File: config.mk
export PLATFORM = sky130hd
export DESIGN_NAME = cie_ctrl
export DESIGN_NICKNAME = d
export VERILOG_FILES = /design/src/cie_pkg.sv /design/src/cie_ctrl.sv
export SDC_FILE = /design/constraint.sdc
export NUM_CORES = 1
export LEC_CHECK = 0
export BUFFER_PORTS_ARGS = -buffer_cell sky130_fd_sc_hd__buf_2
export CORE_UTILIZATION = 28
export DETAILED_ROUTE_END_ITERATION = 6
export SYNTH_ARGS = -nofsm -noshare
export SYNTH_HDL_FRONTEND = slang
export SYNTH_SLANG_ARGS = --single-unit
File: constraint.sdc
create_clock -name clk_i -period 5.9 [get_ports clk_i]
set_input_delay 1.18 -clock clk_i [delete_from_list [all_inputs] [get_ports clk_i]]
set_output_delay 1.18 -clock clk_i [all_outputs]
set_load 0.005 [all_outputs]
File: src/cie_pkg.sv
// package for the instruction executor: payload types, codes, constants
// used by all modules under src except cie_ram
`timescale 1ns / 1ps
package cie_pkg;

  localparam int unsigned MemoryBytes = 65536;
  localparam int unsigned MaxBanks = 8;

  localparam logic [2:0] CmdTick = 3'd0;
  localparam logic [2:0] CmdLoad = 3'd1;
  localparam logic [2:0] CmdWinRd = 3'd2;
  localparam logic [2:0] CmdWinWr = 3'd3;
  localparam logic [2:0] CmdBoot = 3'd4;
  localparam logic [2:0] CmdHalt = 3'd5;

  localparam logic [1:0] CauseBudget = 2'd0;
  localparam logic [1:0] CauseWai = 2'd1;
  localparam logic [1:0] CauseHalt = 2'd2;
  localparam logic [1:0] CauseIdle = 2'd3;

  localparam logic [8:0] FlC = 9'h001;
  localparam logic [8:0] FlZ = 9'h002;
  localparam logic [8:0] FlX = 9'h010;
  localparam logic [8:0] FlM = 9'h020;
  localparam logic [8:0] FlN = 9'h080;
  localparam logic [8:0] FlE = 9'h100;

  localparam logic [15:0] ResetSp = 16'd512;
  localparam logic [15:0] ResetPc = 16'd1024;
  localparam logic [15:0] WarmPc = 16'd8192;

  localparam logic [0:0] CfgBanks = 1'd0;
  localparam logic [0:0] CfgCycles = 1'd1;

  typedef struct packed {
    logic [2:0]  cmd;
    logic [15:0] mem_address;
    logic [7:0]  write_byte;
  } in_item_t;

  typedef struct packed {
    logic [7:0]  read_data;
    logic        is_running;
    logic [1:0]  stop_cause;
    logic [15:0] current_pc;
  } out_item_t;

  // controller to datapath
  typedef struct packed {
    logic        mem_req;   // start a byte access
    logic        mem_we;
    logic [15:0] mem_addr;
    logic [7:0]  mem_wdata;
    logic        host;      // host load, ignores bank limit
    logic        clr_init;  // clearing pass write
  } mem_cmd_t;

  // datapath to controller
  typedef struct packed {
    logic       rdy;
    logic [7:0] rdata;
  } mem_sts_t;

endpackage

File: src/cie_ctrl.sv
// controller: command sequencer and instruction execution state machine
// depends on cie_pkg
`timescale 1ns / 1ps
module cie_ctrl #(
  parameter int unsigned MemBytes = cie_pkg::MemoryBytes
) (
  input  logic               clk_i,
  input  logic               rst_ni,
  input  logic               in_valid_i,
  output logic               in_ready_o,
  input  cie_pkg::in_item_t  in_item_i,
  output logic               out_valid_o,
  input  logic               out_ready_i,
  output cie_pkg::out_item_t out_item_o,
  input  logic [9:0]         cpt_i,
  output cie_pkg::mem_cmd_t  mcmd_o,
  input  cie_pkg::mem_sts_t  msts_i
);
  localparam int unsigned Aw = $clog2(MemBytes);

  localparam logic [4:0] StClr = 5'd0;
  localparam logic [4:0] StIdle = 5'd1;
  localparam logic [4:0] StHost = 5'd2;
  localparam logic [4:0] StLoop = 5'd3;
  localparam logic [4:0] StOp = 5'd4;
  localparam logic [4:0] StRd = 5'd5;
  localparam logic [4:0] StWr = 5'd6;
  localparam logic [4:0] StDone = 5'd7;
  localparam logic [4:0] StCmp = 5'd8;
  localparam logic [4:0] StInc = 5'd9;

  // microcode sequence steps within an opcode
  logic [4:0]  st_q, st_d;
  logic [3:0]  step_q, step_d;
  logic [7:0]  op_q, op_d;
  logic [15:0] t_q, t_d;   // operand / address
  logic [15:0] v_q, v_d;   // data
  logic        wsec_q, wsec_d; // second byte pending
  logic [15:0] a_q, a_d, x_q, x_d, y_q, y_d, sp_q, sp_d, pc_q, pc_d, ip_q, ip_d;
  logic [7:0]  ah_q, ah_d;
  logic [8:0]  f_q, f_d;
  logic [16:0] bud_q, bud_d;
  logic        run_q, run_d, win_q, win_d, wai_q, wai_d;
  logic        busy_q, busy_d;
  logic [Aw:0] clr_q, clr_d;
  cie_pkg::in_item_t  it_q, it_d;
  cie_pkg::out_item_t res_q, res_d;
  logic        ov_q, ov_d;

  logic [16:0] cap, bsum;
  logic [8:0]  lf;
  logic        m8, x8;

  assign m8 = f_q[5];
  assign x8 = f_q[4];
  assign cap = 17'(cpt_i) * 17'd100;
  assign bsum = bud_q + 17'(cpt_i);

  assign in_ready_o = !busy_q && !ov_q && (st_q == StIdle);
  assign out_valid_o = ov_q;
  assign out_item_o = res_q;

  function automatic logic [15:0] nzmask(input logic narrow);
    nzmask = narrow ? 16'h0080 : 16'h8000;
  endfunction

  always_comb begin
    st_d = st_q; step_d = step_q; op_d = op_q; t_d = t_q; v_d = v_q; wsec_d = wsec_q;
    a_d = a_q; x_d = x_q; y_d = y_q; sp_d = sp_q; pc_d = pc_q; ip_d = ip_q; ah_d = ah_q;
    f_d = f_q; bud_d = bud_q; run_d = run_q; win_d = win_q; wai_d = wai_q;
    busy_d = busy_q; clr_d = clr_q; it_d = it_q; res_d = res_q; ov_d = ov_q;
    lf = f_q;
    mcmd_o = '0;
    if (ov_q && out_ready_i) begin
      ov_d = 1'b0;
    end
    unique case (st_q)
      StClr: begin
        mcmd_o.mem_req = 1'b1;
        mcmd_o.mem_we = 1'b1;
        mcmd_o.clr_init = 1'b1;
        mcmd_o.mem_addr = 16'(clr_q[Aw-1:0]);
        mcmd_o.mem_wdata = (clr_q == '0) ? 8'd2 : ((clr_q == (Aw+1)'(1)) ? 8'd1 : 8'd0);
        clr_d = clr_q + 1'b1;
        if (clr_q == (Aw+1)'(MemBytes - 1)) begin
          st_d = StIdle;
        end
      end
      StIdle: begin
        if (in_valid_i && in_ready_o) begin
          it_d = in_item_i;
          busy_d = 1'b1;
          res_d.read_data = 8'd0;
          res_d.stop_cause = cie_pkg::CauseIdle;
          unique case (in_item_i.cmd)
            cie_pkg::CmdTick: begin
              if (!run_q) begin
                st_d = StDone;
              end else begin
                wai_d = 1'b0;
                bud_d = (bsum > cap) ? cap : bsum;
                st_d = StLoop;
              end
            end
            cie_pkg::CmdLoad: begin
              mcmd_o.mem_req = 1'b1;
              mcmd_o.mem_we = 1'b1;
              mcmd_o.host = 1'b1;
              mcmd_o.mem_addr = in_item_i.mem_address;
              mcmd_o.mem_wdata = in_item_i.write_byte;
              st_d = StDone;
            end
            cie_pkg::CmdWinRd: begin
              if (win_q) begin
                mcmd_o.mem_req = 1'b1;
                mcmd_o.mem_addr = {8'd0, in_item_i.mem_address[7:0]};
                st_d = StHost;
              end else begin
                st_d = StDone;
              end
            end
            cie_pkg::CmdWinWr: begin
              if (win_q) begin
                mcmd_o.mem_req = 1'b1;
                mcmd_o.mem_we = 1'b1;
                mcmd_o.mem_addr = {8'd0, in_item_i.mem_address[7:0]};
                mcmd_o.mem_wdata = in_item_i.write_byte;
              end
              st_d = StDone;
            end
            cie_pkg::CmdBoot: begin
              if (run_q) begin
                sp_d = cie_pkg::ResetSp;
                pc_d = cie_pkg::WarmPc;
              end
              bud_d = '0;
              run_d = 1'b1;
              st_d = StDone;
            end
            cie_pkg::CmdHalt: begin
              run_d = 1'b0;
              st_d = StDone;
            end
            default: st_d = StDone;
          endcase
        end
      end
      StHost: begin
        if (msts_i.rdy) begin
          res_d.read_data = msts_i.rdata;
          st_d = StDone;
        end
      end
      StLoop: begin
        if (!run_q) begin
          res_d.stop_cause = cie_pkg::CauseHalt;
          st_d = StDone;
        end else if (bud_q == '0) begin
          res_d.stop_cause = wai_q ? cie_pkg::CauseWai : cie_pkg::CauseBudget;
          st_d = StDone;
        end else begin
          bud_d = bud_q - 1'b1;
          if (wai_q) begin
            res_d.stop_cause = cie_pkg::CauseWai;
            st_d = StDone;
          end else begin
            mcmd_o.mem_req = 1'b1;
            mcmd_o.mem_addr = pc_q;
            pc_d = pc_q + 1'b1;
            step_d = 4'd0;
            st_d = StOp;
          end
        end
      end
      StOp: begin
        // step 0 waits for opcode; later steps wait for fetched bytes
        if (msts_i.rdy) begin
          if (step_q == 4'd0) begin
            op_d = msts_i.rdata;
            step_d = 4'd1;
            st_d = StLoop;
            unique case (msts_i.rdata)
              8'h01, 8'h03, 8'h64, 8'h85, 8'h8d, 8'h92, 8'ha0, 8'ha2, 8'ha5, 8'ha9,
              8'had, 8'hc2, 8'hcd, 8'hd0, 8'he2, 8'he6, 8'hef, 8'hf0, 8'h4c: begin
                mcmd_o.mem_req = 1'b1;
                mcmd_o.mem_addr = pc_q;
                pc_d = pc_q + 1'b1;
                st_d = StOp;
              end
              8'h02: begin
                mcmd_o.mem_req = 1'b1;
                mcmd_o.mem_addr = ip_q;
                t_d = ip_q;
                ip_d = ip_q + 16'd2;
                wsec_d = 1'b1;
                step_d = 4'd1;
                st_d = StRd;
              end
              8'h42: begin
                mcmd_o.mem_req = 1'b1;
                mcmd_o.mem_addr = ip_q;
                t_d = ip_q;
                ip_d = m8 ? ip_q + 16'd1 : ip_q + 16'd2;
                wsec_d = !m8;
                step_d = 4'd2;
                st_d = StRd;
              end
              8'h18: f_d = f_q & ~cie_pkg::FlC;
              8'h38: f_d = f_q | cie_pkg::FlC;
              8'h5c: begin
                ip_d = x_q;
                f_d[7] = (x_q & nzmask(x8)) != 0;
                f_d[1] = x_q == 16'd0;
              end
              8'h88: begin
                y_d = (y_q - 16'd1) & (x8 ? 16'h00ff : 16'hffff);
                f_d[7] = (y_d & nzmask(x8)) != 0;
                f_d[1] = y_d == 16'd0;
              end
              8'hcb: wai_d = 1'b1;
              8'hfb: begin
                if (f_q[8] != f_q[0]) begin
                  if (f_q[8]) begin
                    f_d[8] = 1'b0;
                    f_d[0] = 1'b1;
                  end else begin
                    f_d[8] = 1'b1;
                    f_d[0] = 1'b0;
                    if (!m8) ah_d = a_q[15:8];
                    f_d[5] = 1'b1;
                    f_d[4] = 1'b1;
                    a_d = a_q & 16'h00ff;
                    x_d = x_q & 16'h00ff;
                    y_d = y_q & 16'h00ff;
                  end
                end
              end
              default: run_d = 1'b0;
            endcase
          end else if (step_q == 4'd1) begin
            // first operand byte
            t_d = {8'd0, msts_i.rdata};
            st_d = StLoop;
            unique case (op_q)
              8'h4c, 8'h8d, 8'had, 8'hcd: begin
                mcmd_o.mem_req = 1'b1;
                mcmd_o.mem_addr = pc_q;
                pc_d = pc_q + 1'b1;
                step_d = 4'd3;
                st_d = StOp;
              end
              8'ha9, 8'ha0, 8'ha2: begin
                v_d = {8'd0, msts_i.rdata};
                if ((op_q == 8'ha9) ? !m8 : !x8) begin
                  mcmd_o.mem_req = 1'b1;
                  mcmd_o.mem_addr = pc_q;
                  pc_d = pc_q + 1'b1;
                  step_d = 4'd4;
                  st_d = StOp;
                end else begin
                  step_d = 4'd5;
                  st_d = StCmp;
                end
              end
              8'h01: begin
                t_d = 16'(8'(msts_i.rdata + x_q[7:0]));
                mcmd_o.mem_req = 1'b1;
                mcmd_o.mem_addr = 16'(8'(msts_i.rdata + x_q[7:0]));
                wsec_d = 1'b1;
                step_d = 4'd6;
                st_d = StRd;
              end
              8'h92: begin
                mcmd_o.mem_req = 1'b1;
                mcmd_o.mem_addr = {8'd0, msts_i.rdata};
                wsec_d = 1'b1;
                step_d = 4'd7;
                st_d = StRd;
              end
              8'h03: begin
                t_d = {8'd0, msts_i.rdata} + sp_q;
                mcmd_o.mem_req = 1'b1;
                mcmd_o.mem_addr = {8'd0, msts_i.rdata} + sp_q;
                wsec_d = !m8;
                step_d = 4'd8;
                st_d = StRd;
              end
              8'ha5, 8'he6: begin
                mcmd_o.mem_req = 1'b1;
                mcmd_o.mem_addr = {8'd0, msts_i.rdata};
                wsec_d = !m8;
                step_d = (op_q == 8'ha5) ? 4'd9 : 4'd10;
                st_d = StRd;
              end
              8'h64, 8'h85: begin
                v_d = (op_q == 8'h64) ? 16'd0 : a_q;
                st_d = StWr;
              end
              8'hc2, 8'he2: begin
                lf = {f_q[8], (op_q == 8'hc2) ? (f_q[7:0] & ~msts_i.rdata)
                                             : (f_q[7:0] | msts_i.rdata)};
                f_d = lf;
                if (lf[8]) begin
                  f_d[5] = 1'b1;
                  f_d[4] = 1'b1;
                end else begin
                  if (lf[4]) begin
                    x_d = x_q & 16'h00ff;
                    y_d = y_q & 16'h00ff;
                  end
                  if (lf[5] != m8) begin
                    if (lf[5]) begin
                      ah_d = a_q[15:8];
                      a_d = a_q & 16'h00ff;
                    end else begin
                      a_d = {ah_q, a_q[7:0]};
                    end
                  end
                end
              end
              8'hd0, 8'hf0: begin
                if ((op_q == 8'hd0) ? !f_q[1] : f_q[1]) begin
                  pc_d = pc_q + {{8{msts_i.rdata[7]}}, msts_i.rdata};
                end
              end
              8'hef: begin
                unique case (msts_i.rdata)
                  8'h00, 8'h01, 8'h02, 8'h82: ;
                  8'h04: win_d = 1'b1;
                  8'h84: win_d = 1'b0;
                  default: run_d = 1'b0;
                endcase
              end
              default: ;
            endcase
          end else if (step_q == 4'd3) begin
            // high byte of absolute operand
            t_d = {msts_i.rdata, t_q[7:0]};
            st_d = StLoop;
            unique case (op_q)
              8'h4c: pc_d = {msts_i.rdata, t_q[7:0]};
              8'h8d: begin
                v_d = a_q;
                st_d = StWr;
              end
              default: begin
                mcmd_o.mem_req = 1'b1;
                mcmd_o.mem_addr = {msts_i.rdata, t_q[7:0]};
                wsec_d = !m8;
                step_d = (op_q == 8'had) ? 4'd9 : 4'd11;
                st_d = StRd;
              end
            endcase
          end else begin
            // step 4: immediate high byte
            v_d = {msts_i.rdata, v_q[7:0]};
            step_d = 4'd5;
            st_d = StCmp;
          end
        end
      end
      StRd: begin
        // read v at t, second byte at t+1 when wsec set
        if (msts_i.rdy) begin
          if (wsec_q) begin
            v_d = {8'd0, msts_i.rdata};
            wsec_d = 1'b0;
            mcmd_o.mem_req = 1'b1;
            mcmd_o.mem_addr = t_q + 16'd1;
            step_d = step_q | 4'h0;
            t_d = t_q;
            v_d[15] = 1'b1; // marker: second byte pending
            v_d[14:8] = 7'd0;
          end else begin
            st_d = StCmp;
            v_d = v_q[15] ? {msts_i.rdata, v_q[7:0]} : {8'd0, msts_i.rdata};
          end
        end
      end
      StCmp: begin
        // finish instruction using v
        st_d = StLoop;
        unique case (step_q)
          4'd1: pc_d = v_q;
          4'd2: a_d = v_q;
          4'd5: begin
            if (op_q == 8'ha9) begin
              a_d = v_q;
              f_d[7] = (v_q & nzmask(m8)) != 0;
            end else begin
              if (op_q == 8'ha0) y_d = v_q;
              else x_d = v_q;
              f_d[7] = (v_q & nzmask(x8)) != 0;
            end
            f_d[1] = v_q == 16'd0;
          end
          4'd6, 4'd7: begin
            t_d = v_q;
            if (step_q == 4'd7) begin
              v_d = a_q;
              st_d = StWr;
            end else begin
              mcmd_o.mem_req = 1'b1;
              mcmd_o.mem_addr = v_q;
              wsec_d = !m8;
              step_d = 4'd8;
              st_d = StRd;
            end
          end
          4'd8: begin
            a_d = a_q | v_q;
            f_d[7] = ((a_q | v_q) & nzmask(m8)) != 0;
            f_d[1] = (a_q | v_q) == 16'd0;
          end
          4'd9: begin
            a_d = v_q;
            f_d[7] = (v_q & nzmask(m8)) != 0;
            f_d[1] = v_q == 16'd0;
          end
          4'd10: begin
            v_d = (v_q + 16'd1) & (m8 ? 16'h00ff : 16'hffff);
            step_d = 4'd12;
            st_d = StInc;
          end
          4'd11: begin
            f_d[0] = a_q >= v_q;
            f_d[1] = a_q == v_q;
            f_d[7] = ((a_q - v_q) & nzmask(m8)) != 0;
          end
          default: ;
        endcase
      end
      StInc: begin
        f_d[7] = (v_q & nzmask(m8)) != 0;
        f_d[1] = v_q == 16'd0;
        st_d = StWr;
      end
      StWr: begin
        // low byte then high byte when m clear
        mcmd_o.mem_req = 1'b1;
        mcmd_o.mem_we = 1'b1;
        mcmd_o.mem_addr = t_q;
        mcmd_o.mem_wdata = v_q[7:0];
        if (!m8) begin
          t_d = t_q + 16'd1;
          v_d = {8'd0, v_q[15:8]};
          f_d = f_q | cie_pkg::FlM;
          ah_d = ah_q;
          st_d = StWr;
          wsec_d = 1'b1;
        end else begin
          st_d = StLoop;
        end
        if (wsec_q) begin
          f_d = f_q & ~cie_pkg::FlM;
          wsec_d = 1'b0;
          st_d = StLoop;
        end
      end
      StDone: begin
        if (!ov_q || out_ready_i) begin
          res_d.is_running = run_q;
          res_d.current_pc = pc_q;
          ov_d = 1'b1;
          busy_d = 1'b0;
          st_d = StIdle;
        end
      end
      default: st_d = StIdle;
    endcase
  end

  always_ff @(posedge clk_i or negedge rst_ni) begin
    if (!rst_ni) begin
      st_q <= StClr; step_q <= '0; op_q <= '0; t_q <= '0; v_q <= '0; wsec_q <= 1'b0;
      a_q <= '0; x_q <= '0; y_q <= '0; sp_q <= cie_pkg::ResetSp; pc_q <= cie_pkg::ResetPc;
      ip_q <= '0; ah_q <= '0; f_q <= cie_pkg::FlE | cie_pkg::FlM | cie_pkg::FlX;
      bud_q <= '0; run_q <= 1'b0; win_q <= 1'b0; wai_q <= 1'b0; busy_q <= 1'b0;
      clr_q <= '0; it_q <= '0; res_q <= '0; ov_q <= 1'b0;
    end else begin
      st_q <= st_d; step_q <= step_d; op_q <= op_d; t_q <= t_d; v_q <= v_d;
      wsec_q <= wsec_d; a_q <= a_d; x_q <= x_d; y_q <= y_d; sp_q <= sp_d; pc_q <= pc_d;
      ip_q <= ip_d; ah_q <= ah_d; f_q <= f_d; bud_q <= bud_d; run_q <= run_d;
      win_q <= win_d; wai_q <= wai_d; busy_q <= busy_d; clr_q <= clr_d; it_q <= it_d;
      res_q <= res_d; ov_q <= ov_d;
    end
  end
endmodule

# After elaboration in Yosys (flattened, before gate mapping)
# Index checks and enable logic that the tools add are counted.
[totals]
elab_cells = 577
out_inout_bits = 57
input_bits = 50
register_bits = 213
[op_classes]
eq_ne = 155
mux = 255
n_mul = 1
add_sub_neg = 13
bitwise = 19
n_reduce_logical = 97
order_cmp = 2
[ops]
columns = ["cell", "n"]
rows = [
  ["16-bit 2-to-1 mux", 76],
  ["8-bit == test (second input constant)", 35],
  ["16-bit case mux with 3 select lines", 5],
  ["16-bit case mux with 2 select lines", 7],
  ["32-bit nonzero test", 6],
  ["8-bit 2-to-1 mux", 16],
  ["16-bit case mux with 4 select lines", 2],
  ["16-bit AND", 7],
  ["16-bit case mux with 7 select lines", 1],
  ["17-bit 2-to-1 mux", 5],
  ["16-bit case mux with 5 select lines", 1],
  ["17-bit case mux with 2 select lines", 2],
  ["3-bit inequality test (second input constant)", 22],
  ["5-bit 2-to-1 mux", 13],
  ["16-bit by 1-bit adder with 16-bit output (second input constant)", 4],
  ["16-bit zero test", 4],
  ["1-bit 2-to-1 mux", 58],
  ["2-bit inequality test (second input constant)", 28],
  ["5-bit case mux with 10 select lines", 1],
  ["8-bit by 7-bit == test with 1-bit output (second input constant)", 6],
  ["4-bit inequality test (second input constant)", 12],
  ["4-bit 2-to-1 mux", 10],
  ["6-bit AND reduction", 6],
  ["7-bit AND reduction", 5],
  ["93 further kinds", 210],
]

# Logic depth before layout (Yosys ltp)
[logic_depth]
ltp_word = 11
ltp_mapped = 22
mapped_depth_nobuf = 20

# Least setup slack after synthesis
# Ideal clock, no wire load.
[synth_path]
path_type = "input to register"
startpoint = "input cpt_i[2]"
endpoint = "register bud_q[4]"
n_path_buf = 2
arrival_ns = 5.579
path_slack_ns = 0.187
cell_stages = 20
setup_ns = 0.134
path_cell_list = "ha_1 -> ha_1 -> fa_1 -> ha_1 -> a21oi_1 -> o21ai_0 -> or4_1 -> a31oi_1 -> o21ai_0 -> xnor2_1 -> ha_1 -> nand4_1 -> inv_1 -> nand3_1 -> or4_1 -> clkbuf_1 -> nand2_1 -> buf_2 -> mux2i_1 -> o21ai_0"
[synth_between]
elab_chain_cells = 7
elab_cells_between_ends = 8
cone_classes = "add/sub (1); mul (1); order compare (1); mux (5)"
[synth_rtl]
columns = ["item", "line_no", "rtl"]
rows = [
  ["start: declaration", "cie_ctrl.sv:15", "input logic [9:0] cpt_i,"],
  ["10-bit by 5-bit multiplier with 15-bit output or 17-bit by 10-bit adder with 17-bit output (tied branches)", "cie_ctrl.sv:56, cie_ctrl.sv:57", ""],
  ["17-bit greater-than comparator", "cie_ctrl.sv:101", "bud_d = (bsum > cap) ? cap : bsum;"],
  ["17-bit 2-to-1 mux (*)", "cie_ctrl.sv:101", ""],
  ["17-bit 2-to-1 mux (*)", "cie_ctrl.sv:97", "if (!run_q) begin"],
  ["17-bit case mux with 2 select lines (*)", "cie_ctrl.sv:95", "unique case (in_item_i.cmd)"],
  ["17-bit 2-to-1 mux (*)", "cie_ctrl.sv:90", "if (in_valid_i && in_ready_o) begin"],
  ["17-bit case mux with 2 select lines (*)", "cie_ctrl.sv:77", "unique case (st_q)"],
  ["end signal: assignment", "cie_ctrl.sv:478", "bud_q <= '0; run_q <= 1'b0; win_q <= 1'b0; wai_q <= 1'b0; busy_q <= 1'b0;"],
  ["end signal: assignment", "cie_ctrl.sv:483", "ip_q <= ip_d; ah_q <= ah_d; f_q <= f_d; bud_q <= bud_d; run_q <= run_d;"],
  ["end: declaration", "cie_ctrl.sv:42", "logic [16:0] bud_q, bud_d;"],
]
# Mark *: on every way between the ends. The rest lies on a longest branch, timed or not. The select of a mux whose other input is x is not followed.
# A chain may end at the register's enable or synchronous reset.

# Worst setup path in the final report
[layout_path]
startpoint = "input cpt_i[2]"
endpoint = "register bud_q[14]"
# Same word-level chain as after synthesis.

==> impl_metrics.env <==
export IMPL_slew_headroom_pct=26.42
export IMPL_nNetsFinal=2619
export IMPL_place_congestion=1.027
export IMPL_netlist_instances=2409
export IMPL_pre_cts_slack_ps=-77.09
export IMPL_synthDistinctLibCells=95
export IMPL_critPathMostFrequentCell="ha_1"
export IMPL_drt_iter0_drc=2386
export IMPL_area_growth_synth_to_final_pct=12.95
export IMPL_row_count=94
export IMPL_drive_above_1_share_pct=13.15
export IMPL_wl_per_cell_um=22.71
export IMPL_grt_usage_pct=21.68
export IMPL_ys_warn_count=0
export IMPL_fmax_mhz=185.5
export IMPL_p_switching_mw=4.547
export IMPL_status="complete, but fails checks"
export IMPL_path_clk_slew_ps=60
export IMPL_use_met3_pct=5.043
export IMPL_synthesis_area_um2=18860
export IMPL_ir_worst_vdd_uv=250.4
export IMPL_vias_per_cell=5.887
export IMPL_grt_pass1_vias=18210
export IMPL_power_leakage_nw=8.832
export IMPL_fillers=7062
export IMPL_ios=107
export IMPL_worst_clock_skew_ps=12.69
export IMPL_cts_tree="done"
export IMPL_clk_insertion_delay_late_ps=580
export IMPL_setup_worst_path_start_class="input port"
export IMPL_slew_viol_final=0
export IMPL_globalRouteOverflowTotal=0
export IMPL_drcViolationCount=1
export IMPL_cts_resized=0
export IMPL_fin_crit_sh_pct=91.36
export IMPL_hold_path_class="reg2reg"
export IMPL_core_um2=66220
export IMPL_tns_ps=0
export IMPL_violations="design-rule violations"
export IMPL_synth_edff_count=0
export IMPL_io_buffers=106
export IMPL_cp_required_ps=6340
export IMPL_worst_pin_slew_ps=1096
export IMPL_p_seq_share_pct=28.5
export IMPL_crit_fanout=9
export IMPL_setup_viol=0
export IMPL_combPwrFrac_pct=51.5
export IMPL_first_pass_iters=7
export IMPL_vias=19560
export IMPL_crit_slowest_cell="or4_1"
export IMPL_grt_pass1_wl_mm=114.3
export IMPL_synth_most_common_cell="o21ai_0"
export IMPL_root_buffer="clkbuf_16"
export IMPL_p_int_mw=4.803
export IMPL_grt_busiest_layer="met2"
export IMPL_seq_area_frac_synth_pct=27.63
export IMPL_powerDensity_nw_per_um2=438.9
export IMPL_fp_dieH_um=261.5
export IMPL_cap_violations=0
export IMPL_grt_max_degree=106
export IMPL_grt_use_met1_pct=29.33
export IMPL_syn_area_per_cell_um2=7.829
export IMPL_cp_end_kind="flip-flop"
export IMPL_path_cells="buf_2 -> ha_1 -> ha_1 -> fa_1 -> ha_1 -> a21oi_1 -> o21ai_0 -> or4_1 -> a31oi_1 -> o21ai_0 -> xnor2_1 -> ha_1 -> nand4_1 -> inv_1 -> nand3_1 -> or4_1 -> nand2_1 -> buf_4 -> mux2i_1 -> o221ai_1"
export IMPL_crit_type="in2reg"
export IMPL_synthArstFlopShare_pct=100.0
export IMPL_arrival_ps=5830
export IMPL_yosys_top_cells_count="o21ai_0, nand2_1, nor2_1"
export IMPL_gr_usage_met2_pct=33.21
export IMPL_rsz0062_at_grt="no"
export IMPL_dp_final_hpwl_mm=56.94
export IMPL_synth_seq_cells=208
export IMPL_ant_nets=0
export IMPL_cts_max_level=1
export IMPL_synth_area_leaders="dfrtp_1, ha_1, o21ai_0, nand2_1, nor2_1"
export IMPL_fin_crit_ps=5390
export IMPL_antenna_found_initial=6
export IMPL_numClockSinks=208
export IMPL_clock_tree_buffer_depth=3
export IMPL_hold_buffers=0
export IMPL_cts_made_buffers=28
export IMPL_power_frac_clock_pct=19.9
export IMPL_die_x_um=261.5
export IMPL_initial_core_util_pct=28.48
export IMPL_synth_top_area_share_pct=27.07
export IMPL_wl_mm=75.45
export IMPL_setup_ws_ps=509.7
export IMPL_synth_nets=2593
export IMPL_cts_setup_buffers=0
export IMPL_cp_slowest_stage_delay_ps=610
export IMPL_synth_flop_cell="dfrtp_1"
export IMPL_dieArea_um2=68400
export IMPL_yosys_area_top_type="dfrtp_1"
export IMPL_hold_violations=0
export IMPL_sw_frac_of_total_pct=48.63
[final cells by class]
class | count | area, µm² | area share (%)
inverters | 94 | 352.8 | 1.656
clock inverters | 17 | 201.4 | 0.9457
diodes | 1 | 2.502 | 0.01175
clock buffers | 35 | 798.3 | 3.747
multi-input cells | 1933 | 12620 | 59.25
flip-flops and latches | 208 | 5210 | 24.46
well taps | 864 | 1081 | 5.075
repair buffers | 170 | 1033 | 4.852
[worst paths after layout]
check	startpoint	endpoint	slack, ps	cells after the start
hold / removal	out_item_o[22]	out_item_o[22]	470	2
min in group asynchronous	rst_ni	clr_q[16]	610	1
max in group asynchronous	rst_ni	v_q[11]	4160	2
hold reg to reg	out_item_o[22]	out_item_o[22]	470	2
setup / recovery	cpt_i[2]	bud_q[14]	510	20
setup reg to reg	st_q[2]	v_q[2]	1340	9
[power groups by stage]
stage | Sequential, mW | Clock (mW) | Combinational [mW]
after floorplan | 2.14 | 0 | 3.63
after global placement | 2.65 | 0 | 4.69
after detailed placement | 2.65 | 0 | 4.72
after CTS | 2.63 | 1.89 | 4.74
after global routing | 2.72 | 1.94 | 5.32
final | 2.67 | 1.86 | 4.82
[state kept, by name (all words and copies together) (netlist names), 3 cells and up, named ones only]
name	count
ah_q	8
out_item_o	27
pc_q	16
x_q	16
op_q	8
ip_q	16
v_q	16
clr_q	17
t_q	16
st_q	4
bud_q	17
a_q	16
f_q	3
y_q	16
step_q	4
[worst max-delay path, delay by kind of cell]
kind,cells,cell delay (ps)
adder cells (fa/ha/maj),5,1700
AND/OR/NAND/NOR,5,1390
AO/OA/AOI/OAI,5,770
buffers and inverters,3,370
multiplexers,1,240
XOR/XNOR,1,160
[metal layers]
layer | vias up | share of wire [%]
li1 | 8967 | -
met4 | 10 | 4.1
met5 | - | 0.13
met2 | 995 | 43
met1 | 9387 | 42
met3 | 198 | 10
[through the flow]
stage / hold slack, ps / std cells / power, mW / cell area, µm² / util (%)
4_1_cts: 477.8 / 3321 / 9.255 / 21300 / 32.17
2_1_floorplan: 458.6 / 2409 / 5.767 / 18860 / -
5_1_grt: 513.7 / 3321 / 9.976 / 21300 / 32.17
3_5_place_dp: 464.8 / 3269 / 7.364 / 20300 / 30.66
3_3_place_gp: 459.9 / 3269 / 7.344 / 20300 / 30.66
6_report: 471.9 / 3322 / 9.350 / 21300 / 32.17
[cell usage in the layout, fill, tap and decap left out, drive strengths merged, types with 10 or more instances in the layout]
cell / instances
inv: 95
a21o: 16
o21ai: 267
nand2: 253
a211oi: 25
or2: 13
xnor2: 66
a221o: 18
mux2: 43
a22oi: 30
mux2i: 13
clkbuf: 35
and2: 10
o21a: 17
o31ai: 19
nand2b: 25
buf: 170
and3: 31
a221oi: 38
a31oi: 30
a2111oi: 11
o22ai: 16
or4: 13
o211ai: 16
nor2b: 22
nor3: 67
nand3: 76
nand4: 27
xor2: 35
nor4: 32
a222oi: 20
nor2: 225
or3: 25
nor3b: 16
dfrtp: 204
o221ai: 13
ha: 126
a22o: 20
a21oi: 147
[logic make-up (layout without fill, tap and decap cells)]
logic type	after synthesis	after routing	share of synthesized area [%]
buf+inv	268	316	5.686
compound gates	780	780	27.12
simple gates	862	862	22.41
xor+xnor	101	101	4.690
flops	208	208	27.63
mux	56	56	3.257
other cells	0	1	0
fa+ha+maj	134	134	9.208
No activity file was read; power rests on OpenSTA's default activity.
